## src/sv/pie_pkg.sv

```systemverilog
`default_nettype none
package pie_pkg;

    localparam int DEFAULT_STACK_DEPTH = 64;

    // Q16.16 value width and divider dividend width (|a| shifted up by 16)
    localparam int Q_W   = 32;
    localparam int DIV_W = 48;

    // Result status codes
    localparam logic [2:0] ST_OK        = 3'd0;
    localparam logic [2:0] ST_OVERFLOW  = 3'd1;
    localparam logic [2:0] ST_UNDERFLOW = 3'd2;
    localparam logic [2:0] ST_DIVZERO   = 3'd3;
    localparam logic [2:0] ST_SATURATED = 3'd4;

    // Operator stack codes
    localparam logic [1:0] OP_ADD = 2'd0;
    localparam logic [1:0] OP_SUB = 2'd1;
    localparam logic [1:0] OP_MUL = 2'd2;
    localparam logic [1:0] OP_DIV = 2'd3;

    // Character codes
    localparam logic [7:0] CH_PLUS  = 8'h2B;
    localparam logic [7:0] CH_MINUS = 8'h2D;
    localparam logic [7:0] CH_STAR  = 8'h2A;
    localparam logic [7:0] CH_SLASH = 8'h2F;
    localparam logic [7:0] CH_OPEN  = 8'h28;
    localparam logic [7:0] CH_CLOSE = 8'h29;
    localparam logic [7:0] CH_ZERO  = 8'h30;

    typedef struct packed {
        logic             start;
        logic [DIV_W-1:0] dividend;
        logic [Q_W-1:0]   divisor;
        logic             neg;
    } t_div_req;

    typedef struct packed {
        logic             done;
        logic [DIV_W-1:0] quot;
        logic             neg;
    } t_div_rsp;

endpackage
`default_nettype wire

```

## src/sv/pie_div.sv

```systemverilog
`default_nettype none
// Unsigned restoring divider, two quotient bits per cycle.
module pie_div
    import pie_pkg::*;
(
    input  wire logic     i_clk,
    input  wire logic     i_rst_n,
    input  wire t_div_req i_req,
    output t_div_rsp      o_rsp
);

    localparam int STEPS = DIV_W / 2;
    localparam int CNT_W = $clog2(STEPS);

    logic             r_busy;
    logic             r_done;
    logic [CNT_W-1:0] r_cnt;
    logic [Q_W-1:0]   r_rem;
    logic [DIV_W-1:0] r_q;
    logic [Q_W-1:0]   r_div;
    logic             r_neg;

    logic [Q_W:0]   w_t1;
    logic [Q_W:0]   w_t2;
    logic [Q_W-1:0] w_rem1;
    logic [Q_W-1:0] w_rem2;
    logic           w_ge1;
    logic           w_ge2;

    // Two shift-and-subtract steps per cycle
    always_comb begin
        w_t1   = {r_rem, r_q[DIV_W-1]};
        w_ge1  = (w_t1 >= {1'b0, r_div});
        w_rem1 = w_ge1 ? Q_W'(w_t1 - {1'b0, r_div}) : w_t1[Q_W-1:0];
        w_t2   = {w_rem1, r_q[DIV_W-2]};
        w_ge2  = (w_t2 >= {1'b0, r_div});
        w_rem2 = w_ge2 ? Q_W'(w_t2 - {1'b0, r_div}) : w_t2[Q_W-1:0];
    end

    always_ff @(posedge i_clk) begin
        if (!i_rst_n) begin
            r_busy <= 1'b0;
            r_done <= 1'b0;
            r_cnt  <= '0;
        end else begin
            r_done <= 1'b0;
            if (i_req.start) begin
                r_busy <= 1'b1;
                r_cnt  <= '0;
            end else if (r_busy) begin
                r_cnt <= r_cnt + CNT_W'(1);
                if (r_cnt == CNT_W'(STEPS - 1)) begin
                    r_busy <= 1'b0;
                    r_done <= 1'b1;
                end
            end
        end
    end

    always_ff @(posedge i_clk) begin
        if (i_req.start) begin
            r_rem <= '0;
            r_q   <= i_req.dividend;
            r_div <= i_req.divisor;
            r_neg <= i_req.neg;
        end else if (r_busy) begin
            r_rem <= w_rem2;
            r_q   <= {r_q[DIV_W-3:0], w_ge1, w_ge2};
        end
    end

    assign o_rsp.done = r_done;
    assign o_rsp.quot = r_q;
    assign o_rsp.neg  = r_neg;

endmodule
`default_nettype wire

```

## config.mk

```make
export PLATFORM = sky130hd
export DESIGN_NAME = pie_div
export DESIGN_NICKNAME = d
export VERILOG_FILES = /design/src/sv/pie_pkg.sv /design/src/sv/pie_div.sv
export SDC_FILE = /design/constraint.sdc
export NUM_CORES = 1
export LEC_CHECK = 0
export ABC_AREA = 1
export BUFFER_PORTS_ARGS = -buffer_cell sky130_fd_sc_hd__buf_2
export CELL_PAD_IN_SITES_DETAIL_PLACEMENT = 0
export CELL_PAD_IN_SITES_GLOBAL_PLACEMENT = 1
export CORE_ASPECT_RATIO = 1.5
export CORE_MARGIN = 2
export CORE_UTILIZATION = 42
export CTS_CLUSTER_DIAMETER = 150
export DETAILED_ROUTE_END_ITERATION = 12
export GPL_TIMING_DRIVEN = 0
export PLACE_DENSITY = 0.86
export SLEW_MARGIN = 0
export SYNTH_ARGS = -nofsm -noshare
export SYNTH_HDL_FRONTEND = slang
export SYNTH_SLANG_ARGS = --single-unit
```

## constraint.sdc

```tcl
create_clock -name i_clk -period 4.4 [get_ports i_clk]
set_input_delay 0.66 -clock i_clk [delete_from_list [all_inputs] [get_ports i_clk]]
set_output_delay 0.66 -clock i_clk [all_outputs]
set_load 0.01 [all_outputs]
```

==> results.sh, run 1 <==
export IMPL_cts_sinks=120
export IMPL_comb_power_share_pct=18.8
export IMPL_seq_area_frac_synth_pct=32.4
export IMPL_cts_hold_buffers=0
export IMPL_firstDrtPassIters=5
export IMPL_cts_buffer_depth=2
export IMPL_fmax_mhz=235
export IMPL_drt_iter0_markers=574
export IMPL_slowest_stage="ha_1"
export IMPL_cpLargestDelayFamily="simple AND/OR/NAND/NOR gates"
export IMPL_post_dp_cell_area_um2=11000
export IMPL_fp_row_count=68
export IMPL_cp_required_ns=4.56
export IMPL_tightest_slew_ns=0.798
export IMPL_utilization_pct=54.0
export IMPL_arrival_ns=4.42
export IMPL_area_growth_pct=25.9
export IMPL_cts_root_buf="clkbuf_16"
export IMPL_final_cell_area_um2=12500
export IMPL_yosys_area_share_simple_pct=38.2
export IMPL_p_sw_mw=0.937
export IMPL_nets=1846
export IMPL_avgSynthCellArea_um2=6.54
export IMPL_yosysWarnings=0
export IMPL_drv_slew=0
export IMPL_critPathCaptureType="flip-flop"
export IMPL_h_tree_depth=4
export IMPL_fin_crit_ns=4.26
export IMPL_power_density_nw_per_um2=263
export IMPL_cts_tree="done"
export IMPL_path_clk_slew_ns=0.06
export IMPL_power_frac_seq_pct=40.6
export IMPL_outcome="completed"
export IMPL_overflow=0
export IMPL_drive_gt1_share_pct=20.3
export IMPL_dp_hpwl_mm=27.2
export IMPL_gp_congestion=0.898
export IMPL_synthXorXnorAreaFrac_pct=3.97
export IMPL_synth_top_family_by_area="simple AND/OR/NAND/NOR gates"
export IMPL_setup_viol=0
export IMPL_cts_made_buffers=17
export IMPL_pre_cts_ws_ns=-0.697
export IMPL_vias_per_cell=5.05
export IMPL_max_slew_margin_pct=46.8
export IMPL_path_buf_inv=6
export IMPL_dieHeight_um=192
export IMPL_postLayoutSetupSlackWorst_ns=0.144
export IMPL_grt_pass1_vias=10100
export IMPL_worst_ir_drop_vdd_v=0.000282
export IMPL_ys_seq_elements=120
export IMPL_die_x_um=130
export IMPL_ios=134
export IMPL_synth_fa_ha_area_share_pct=8.59
export IMPL_ys_types=41
export IMPL_path_class="flip-flop to flip-flop"
export IMPL_crit_fanout=8
export IMPL_grt_max_degree=45
export IMPL_wl_per_cell_um=16.6
export IMPL_vias=10200
export IMPL_totalPowerFinal_mw=3.29
export IMPL_start_kind="flip-flop"
export IMPL_synth_cell_area_um2=9930
export IMPL_final_period_utilization_pct=96.7
export IMPL_leakagePower_nw=6.56
export IMPL_syn_inst=1519
export IMPL_die_area_um2=24900
export IMPL_max_stage_delay_ns=0.35
export IMPL_numPortBuffers=133
export IMPL_maxCapViolCount=0
export IMPL_fin_skew_ns=0.00642
export IMPL_drtAntennaViolNets=0
export IMPL_insertedDiodeCount=0
export IMPL_path_common_cell="nand2_1"
export IMPL_track_usage_pct=26.5
export IMPL_drc=0
export IMPL_antenna_found_initial=0
export IMPL_clk_latency_ns=0.42
export IMPL_final_hold_violation_count=0
export IMPL_routed_wl_mm=33.5
export IMPL_swShare_pct=28.5
export IMPL_syn_num_nets=1670
export IMPL_grt_pass1_wl_mm=50.3
export IMPL_hold_path_class="primary input to flip-flop"
export IMPL_start_util_pct=42.9
export IMPL_coreArea_um2=23100
export IMPL_p_int_mw=2.35
export IMPL_synth_compound_area_share_pct=5.83
export IMPL_p_clk_share_pct=40.6
export IMPL_synthMuxAreaShare_pct=0
-- routing by layer --
metal | routed length, µm | share of wire, % | vias up | track usage, %
met2 | 17800 | 53 | 312 | 50.6
met5 | 0 | 0 | - | 0
met1 | 12500 | 37 | 4625 | 27.8
li1 | - | - | 5195 | -
met4 | 1930 | 5.8 | 0 | 14.3
met3 | 1370 | 4.1 | 78 | 3.30
-- synth_stat cells --
| library cell | number | area share [%] |
|---|---|---|
| nand2_1 | 611 | 23 |
| inv_1 | 232 | 8.8 |
| nand3_1 | 111 | 5.6 |
| nor2_1 | 90 | 3.4 |
| edfxtp_1 | 81 | 24 |
| ha_1 | 65 | 8.2 |
| a21oi_1 | 58 | 2.9 |
| nand4_1 | 48 | 3.0 |
| dfxtp_1 | 39 | 7.9 |
| xnor2_1 | 37 | 3.3 |
| o21ai_0 | 21 | 1.1 |
| nor3_1 | 19 | 0.96 |
| clkbuf_1 | 17 | 0.64 |
| buf_2 | 16 | 0.81 |
| xor2_1 | 8 | 0.71 |
| a21o_1 | 7 | 0.53 |
| inv_2 | 7 | 0.26 |
| o21bai_1 | 7 | 0.53 |
| nand3b_1 | 6 | 0.45 |
| nor4_1 | 6 | 0.38 |
| a31oi_1 | 4 | 0.25 |
| nor2_2 | 4 | 0.25 |
| buf_6 | 3 | 0.34 |
| buf_1 | 2 | 0.076 |
| buf_4 | 2 | 0.15 |
| fa_1 | 2 | 0.40 |
| nand3_2 | 2 | 0.20 |
| a211oi_1 | 1 | 0.076 |
| a21boi_0 | 1 | 0.076 |
| a21oi_2 | 1 | 0.088 |
| a31o_2 | 1 | 0.088 |
| and2_1 | 1 | 0.063 |
| and3_1 | 1 | 0.063 |
| nand3_4 | 1 | 0.18 |
| nand4_2 | 1 | 0.13 |
| nor2_8 | 1 | 0.20 |
| nor3b_2 | 1 | 0.13 |
| o2111ai_1 | 1 | 0.088 |
| o21a_1 | 1 | 0.076 |
| o21ai_1 | 1 | 0.050 |
| or2_1 | 1 | 0.063 |
-- worst reg2reg max path: cells and delay by family, from the launching register on --
kind	cells	cell delay, ns
AOI/OAI and AO/OA	4	0.68
adders and majority gates	2	0.57
buffers and inverters	6	0.88
DFF	1	0.34
and+or+nand+nor	14	1.54
-- final cells by class --
class | count | area (µm²)
inverters | 239 | 897
plain buffers | 38 | 248
clock inverters | 13 | 130
fillers | 2363 | 10600
flip-flops and latches | 120 | 3210
well taps | 315 | 394
clock buffers | 19 | 433
repair buffers | 159 | 941
multi-input cells | 1120 | 6250
-- logic make-up after synthesis --
family / count (synthesis)
AOI/OAI and AO/OA: 104
xor gates and xnor gates: 45
adders and majority gates: 67
buffers and inverters: 279
DFF: 120
and+or+nand+nor: 904
-- layout by cell type, fill, tap and decap left out, types with 8 or more instances in the layout --
| cell | Yosys | layout |
|---|---|---|
| a21oi_1 | 58 | 48 |
| xnor2_1 | 37 | 37 |
| o21ai_0 | 21 | 18 |
| nand3_1 | 111 | 105 |
| clkbuf_1 | 17 | 17 |
| nor2_4 | 0 | 9 |
| buf_4 | 2 | 19 |
| edfxtp_1 | 81 | 81 |
| nor2_2 | 4 | 11 |
| nand4_1 | 48 | 48 |
| ha_1 | 65 | 29 |
| nand2_1 | 611 | 584 |
| buf_6 | 3 | 9 |
| buf_2 | 16 | 144 |
| nor3_1 | 19 | 16 |
| ha_2 | 0 | 12 |
| inv_1 | 232 | 216 |
| xor2_1 | 8 | 8 |
| inv_2 | 7 | 23 |
| nor2_1 | 90 | 74 |
| clkbuf_16 | 0 | 20 |
| ha_4 | 0 | 24 |
| nand2_2 | 0 | 26 |
| a21oi_2 | 1 | 10 |
| dfxtp_1 | 39 | 39 |
-- stage by stage --
stage | setup TNS, ns | hold slack (ns) | instances
floorplan | 0 | 0.426 | 1519
global placement | -16.37 | 0.463 | 1967
detailed placement | -19.37 | 0.466 | 1968
CTS | 0 | 0.396 | 2001
global route | -0.476 | 0.402 | 2023
finish | 0 | 0.414 | 2023
-- registers in the layout, summed over array words and instances, names as in the netlist --
register / flops
r_busy: 1
r_cnt: 5
r_div: 32
r_done: 1
r_neg: 1
r_q: 48
r_rem: 32
-- path summary, 6_finish.rpt --
check,startpoint,end,slack (ns),cells after the start
hold reg to reg,r_rem[6]$_SDFFE_PP0P_,r_rem[6]$_SDFFE_PP0P_,0.48,2
setup reg to reg,r_div[12]$_DFFE_PP_,r_q[0]$_DFFE_PP_,0.14,26
setup / recovery,r_div[12]$_DFFE_PP_,r_q[0]$_DFFE_PP_,0.14,26
hold / removal,i_req[28],r_div[27]$_DFFE_PP_,0.41,1
-- power by group through the flow --
stage	clock network, mW	logic (mW)	registers, mW
after floorplan	0	0.317	1.37
after global placement	0	0.539	1.35
after detailed placement	0	0.547	1.35
after CTS	1.35	0.557	1.33
after global routing	1.40	0.683	1.34
final	1.33	0.619	1.33
-- repair_timing --
item | 4_1_cts | 5_1_grt
cloned | 0 | 6
resized for setup | 33 | 136
pin swaps | 2 | 15
setup endpoints to repair | 33 | 33
buffers inserted | 3 | 16
Note: power is estimated with default switching activity, not from simulation.
==> run 2, diff against run 1 <==
--- a/config.mk
+++ b/config.mk
@@ -14,8 +14,8 @@
 export CORE_UTILIZATION = 42
 export CTS_CLUSTER_DIAMETER = 150
 export DETAILED_ROUTE_END_ITERATION = 12
-export GPL_TIMING_DRIVEN = 0
 export PLACE_DENSITY = 0.86
+export SKIP_LAST_GASP = 1
 export SLEW_MARGIN = 0
 export SYNTH_ARGS = -nofsm -noshare
 export SYNTH_HDL_FRONTEND = slang
==> run 2 against run 1 <==
Sequential share of layout area grew 1.2 points. Die area is the same. First-iteration DRC count increased by 11%. Critical path depth is 1 lower. Clock power grew 11%. Setup slack better by 0.058 ns. Utilization fell by 2.3 points. Sequential power is essentially flat. Clock skew rose by 0.0052 ns. Fmax rose by 1.4%. Critical path type unchanged. Largest cell class unchanged. Highest routed layer unchanged.
==> results.sh, run 2 (synthesis results as in run 1) <==
export IMPL_outcome="completed"
export IMPL_critPathCaptureType="flip-flop"
export IMPL_power_density_nw_per_um2=283
export IMPL_drtAntennaViolNets=0
export IMPL_fp_row_count=68
export IMPL_ios=134
export IMPL_top_register="r_q"
export IMPL_numPortBuffers=133
export IMPL_die_area_um2=24900
export IMPL_vias_per_cell=5.03
export IMPL_cts_hold_buffers=0
export IMPL_cp_required_ns=4.72
export IMPL_cts_tree="done"
export IMPL_fin_crit_ns=4.20
export IMPL_final_common_cell="nand2_1"
export IMPL_tightest_slew_ns=1.29
export IMPL_tns_ns=0
export IMPL_setup_viol=0
export IMPL_fin_skew_ns=0.0116
export IMPL_hold_path_class="primary input to flip-flop"
export IMPL_h_tree_depth=4
export IMPL_grt_max_degree=50
export IMPL_grt_pass1_wl_mm=50.5
export IMPL_arrival_ns=4.52
export IMPL_drive_gt1_share_pct=15.5
export IMPL_firstDrtPassIters=5
export IMPL_wl_per_cell_um=15.9
export IMPL_overflow=0
export IMPL_use_met3_pct=3.13
export IMPL_grt_pass1_vias=9965
export IMPL_multi_input_area_um2=5730
export IMPL_grt_busiest_layer="met2"
export IMPL_area_growth_pct=20.5
export IMPL_largest_reg_flops=48
export IMPL_routed_wl_mm=32.0
export IMPL_gp_congestion=0.938
export IMPL_finalNonFillerCells=2008
export IMPL_nets=1831
export IMPL_met2_usage_pct=46.3
export IMPL_leakagePower_nw=6.58
export IMPL_cts_made_buffers=17
export IMPL_post_dp_cell_area_um2=11200
export IMPL_drt_iter0_markers=640
export IMPL_cts_root_buf="clkbuf_16"
export IMPL_path_class="flip-flop to flip-flop"
export IMPL_utilization_pct=51.7
export IMPL_path_common_cell="nand2_1"
export IMPL_fmax_mhz=238
export IMPL_final_cell_area_um2=12000
export IMPL_slowest_stage="edfxtp_1"
export IMPL_final_period_utilization_pct=95.4
export IMPL_worst_ir_drop_vdd_v=0.000386
export IMPL_dp_hpwl_mm=26.2
export IMPL_rrSetupSlack_ns=0.20
export IMPL_cts_buffer_depth=2
export IMPL_max_stage_delay_ns=0.43
export IMPL_vias=10100
export IMPL_crit_fanout=18
export IMPL_n_fill_cell=2415
export IMPL_cts_sinks=120
export IMPL_final_hold_violation_count=0
export IMPL_die_x_um=130
export IMPL_maxCapViolCount=0
export IMPL_layout_common_cells="604 x nand2_1, 231 x inv_1, 133 x buf_2, 109 x nand3_1, 82 x nor2_1"
export IMPL_met1_usage_pct=30.7
export IMPL_drv_slew=0
export IMPL_start_kind="flip-flop"
export IMPL_antenna_found_initial=0
export IMPL_placed_cells=1976
export IMPL_top_regs="r_q (48), r_div (32), r_rem (32)"
export IMPL_max_slew_margin_pct=14.2
export IMPL_dieHeight_um=192
export IMPL_coreArea_um2=23100
export IMPL_path_clk_slew_ns=0.06
export IMPL_drc=0
export IMPL_track_usage_pct=26.4
export IMPL_insertedDiodeCount=0
export IMPL_rsz0062_at_grt="false"
export IMPL_clk_latency_ns=0.43
export IMPL_start_util_pct=42.9
export IMPL_area_sequential_um2=3210
run 2: final cells by class:
type                            count  area share [%]
Multi-Input combinational cell   1120            47.9
Sequential cell                   120            26.9
Timing Repair Buffer              182            9.19
Inverter                          239            7.50
Clock buffer                       18            3.59
Tap cell                          315            3.29
Clock inverter                     14            1.65
run 2: metrics by stage:
stage,power (mW),hold WS (ns),setup WS (ns)
floorplan,1.69,0.426,0.746
global route,3.52,0.394,0.00875
finish,3.39,0.401,0.202
detailed placement,1.92,0.465,0.0240
CTS,3.39,0.388,0.0148
global placement,1.92,0.465,0.0723
run 2: final timing paths:
check,start,end,cells past startpoint
min reg2reg,r_rem[8]$_SDFFE_PP0P_,r_rem[8]$_SDFFE_PP0P_,2
max,r_q[47]$_DFFE_PP_,r_rem[7]$_SDFFE_PP0P_,25
max reg2reg,r_q[47]$_DFFE_PP_,r_rem[7]$_SDFFE_PP0P_,25
min,i_req[3],r_div[2]$_DFFE_PP_,1
run 2: power breakdown:
part	switching, mW	internal [mW]	total, mW
logic	0.367	0.208	0.576
clock network	0.531	0.950	1.48
registers	0.0375	1.29	1.33
total	0.936	2.45	3.39
run 2: what timing repair did:
| item | in CTS | in global routing |
|---|---|---|
| resized for setup | 0 | 33 |
| setup buffers | 0 | 0 |
| endpoints found under the hold margin | 0 | 0 |
| setup endpoints to repair | 0 | 33 |
run 2: worst max-delay path: cells and delay by family, from the launching register on:
kind | cells | cell delay, ns
XOR/XNOR | 1 | 0.21
AND/OR/NAND/NOR | 17 | 2.12
flip-flops | 1 | 0.43
adder cells (fa/ha/maj) | 3 | 0.88
buffers and inverters | 4 | 0.45
run 2: layer usage:
layer  vias to the layer above  wire (µm)  part of all wire, %
li1                       5154          -                    -
met1                      4529      13000                   41
met2                       336      15600                   49
met3                        81       1490                  4.6
met4                         0       1860                  5.8
met5                         -          0                    0
==> run 3, diff against run 2 <==
--- a/config.mk
+++ b/config.mk
@@ -15,6 +15,7 @@
 export CTS_CLUSTER_DIAMETER = 150
 export DETAILED_ROUTE_END_ITERATION = 12
 export PLACE_DENSITY = 0.86
+export REMOVE_ABC_BUFFERS = 1
 export SKIP_LAST_GASP = 1
 export SLEW_MARGIN = 0
 export SYNTH_ARGS = -nofsm -noshare
==> run 3 against run 2 <==
Clock-buffer cell count increased by 6. Sequential share of layout area is 0.29 points lower. Die area did not move. Sequential cell count stayed put. Critical path depth stayed put. First-iteration DRC count rose by 3.4%. Wire length rose by 4.8%. Utilization grew 0.57 points. Worst hold slack better by 0.0040 ns. Global-route usage decreased by 0.40 points. Largest power group unchanged.
==> results.sh, run 3 (synthesis results as in run 1) <==
export IMPL_drive_gt1_share_pct=15.8
export IMPL_power_density_nw_per_um2=276
export IMPL_layout_common_cells="600 x nand2_1, 228 x inv_1, 132 x buf_2, 109 x nand3_1, 81 x edfxtp_1"
export IMPL_slowest_stage="ha_1"
export IMPL_timing_rr_start="r_div[7]$_DFFE_PP_"
export IMPL_drv_slew=0
export IMPL_leakagePower_nw=6.63
export IMPL_hold_depth=1
export IMPL_rrSetupSlack_ns=0.19
export IMPL_die_area_um2=24900
export IMPL_final_cell_area_um2=12100
export IMPL_path_buf_inv=6
export IMPL_firstDrtPassIters=5
export IMPL_cts_sinks=120
export IMPL_dp_hpwl_mm=25.4
export IMPL_maxCapViolCount=0
export IMPL_outcome="completed"
export IMPL_grt_pass1_vias=9982
export IMPL_whs_endpoint="r_div[1]$_DFFE_PP_"
export IMPL_cts_hold_buffers=0
export IMPL_start_kind="flip-flop"
export IMPL_tightest_slew_ns=1.01
export IMPL_largest_reg_flops=48
export IMPL_max_slew_margin_pct=32.5
export IMPL_hold_start="i_req[2]"
export IMPL_r2r_end="r_rem[30]$_SDFFE_PP0P_"
export IMPL_final_period_utilization_pct=95.6
export IMPL_setup_viol=0
export IMPL_insertedDiodeCount=0
export IMPL_pre_cts_ws_ns=-0.00368
export IMPL_cp_required_ns=4.72
export IMPL_numPortBuffers=133
export IMPL_clk_latency_ns=0.43
export IMPL_vias=10400
export IMPL_totalPowerFinal_mw=3.34
export IMPL_fin_skew_ns=0.00816
export IMPL_max_stage_delay_ns=0.37
export IMPL_nets=1826
export IMPL_top_regs="r_q (48), r_div (32), r_rem (32)"
export IMPL_h_tree_depth=4
export IMPL_placed_cells=1959
export IMPL_die_x_um=130
export IMPL_path_common_cell="nand2_1"
export IMPL_area_growth_pct=21.8
export IMPL_top_register="r_q"
export IMPL_fin_crit_ns=4.21
export IMPL_drtAntennaViolNets=0
export IMPL_arrival_ns=4.53
export IMPL_dieHeight_um=192
export IMPL_postLayoutSetupSlackWorst_ns=0.192
export IMPL_vias_per_cell=5.18
export IMPL_crit_fanout=21
export IMPL_start_util_pct=42.9
export IMPL_cts_root_buf="clkbuf_16"
export IMPL_cpLargestDelayFamily="simple AND/OR/NAND/NOR gates"
export IMPL_antenna_found_initial=0
export IMPL_post_dp_cell_area_um2=11100
export IMPL_coreArea_um2=23100
export IMPL_final_common_cell="nand2_1"
export IMPL_cts_made_buffers=17
export IMPL_r2r_cells=25
export IMPL_utilization_pct=52.3
export IMPL_drc=0
export IMPL_grt_max_degree=66
export IMPL_ios=134
export IMPL_cts_tree="done"
export IMPL_path_clk_slew_ns=0.06
export IMPL_critPathCaptureType="flip-flop"
export IMPL_drt_iter0_markers=662
export IMPL_path_class="flip-flop to flip-flop"
export IMPL_wl_per_cell_um=16.7
export IMPL_fmax_mhz=238
export IMPL_worst_ir_drop_vdd_v=0.000282
export IMPL_grt_pass1_wl_mm=50.0
export IMPL_overflow=0
export IMPL_hold_path_class="primary input to flip-flop"
export IMPL_track_usage_pct=26.0
export IMPL_final_hold_violation_count=0
export IMPL_finalNonFillerCells=2003
export IMPL_fp_row_count=68
export IMPL_gp_congestion=0.967
export IMPL_routed_wl_mm=33.5
export IMPL_cts_buffer_depth=2
run 3: cell count changes in the layout (fill, tap and decap cells not counted), sizes merged:
cell and change:
nand3 +4, clkbuf +10, clkinv -2, clkinvlp -1, nor2 +1, buf -14, bufinv -1, inv -2
run 3: report_power, final:
| group | switching, mW | internal (mW) |
|---|---|---|
| sequential | 0.0346 | 1.29 |
| combinational | 0.377 | 0.210 |
| clock | 0.506 | 0.921 |
run 3: metal layers:
layer,vias to the layer above,wire length (µm),track usage (%)
met1,4695,13000,30.9
met4,0,2160,14.4
li1,5166,-,-
met5,-,0,0
met3,114,1870,3.88
met2,394,16500,44.8
run 3: cell type report:
type	count	area, µm²
clock inverter	8	121
clock buffer	24	473
timing repair buffer	172	1110
multi-input combinational	1125	5890
fill	2416	11000
sequential	120	3210
tap	315	394
inverter	239	897
run 3: worst max-delay path by stage:
stage	endpoint	from	cells after the start	slack (ns)
6_report	r_rem[30]$_SDFFE_PP0P_	r_div[7]$_DFFE_PP_	25	0.19
5_1_grt	r_rem[28]$_SDFFE_PP0P_	r_q[47]$_DFFE_PP_	26	-0.02
4_1_cts	r_rem[3]$_SDFFE_PP0P_	r_q[47]$_DFFE_PP_	26	-0.01
3_5_place_dp	r_rem[3]$_SDFFE_PP0P_	r_q[47]$_DFFE_PP_	26	-0.004
3_3_place_gp	r_rem[2]$_SDFFE_PP0P_	r_q[47]$_DFFE_PP_	26	-0.003
2_1_floorplan	r_q[0]$_DFFE_PP_	r_div[24]$_DFFE_PP_	20	-0.46
run 3: what timing repair did:
action,CTS,global route
pin swaps,1,9
gates resized for setup,0,61
endpoints found under the hold margin,0,0
setup endpoints to repair,26,33
setup buffers,0,2
gates cloned,0,10
run 3: stage by stage:
step | hold slack, ns | TNS (ns)
2_1_floorplan | 0.426 | -12.56
3_3_place_gp | 0.442 | -0.00297
3_5_place_dp | 0.454 | -0.00368
4_1_cts | 0.391 | -0.0424
5_1_grt | 0.395 | -0.103
6_report | 0.405 | 0
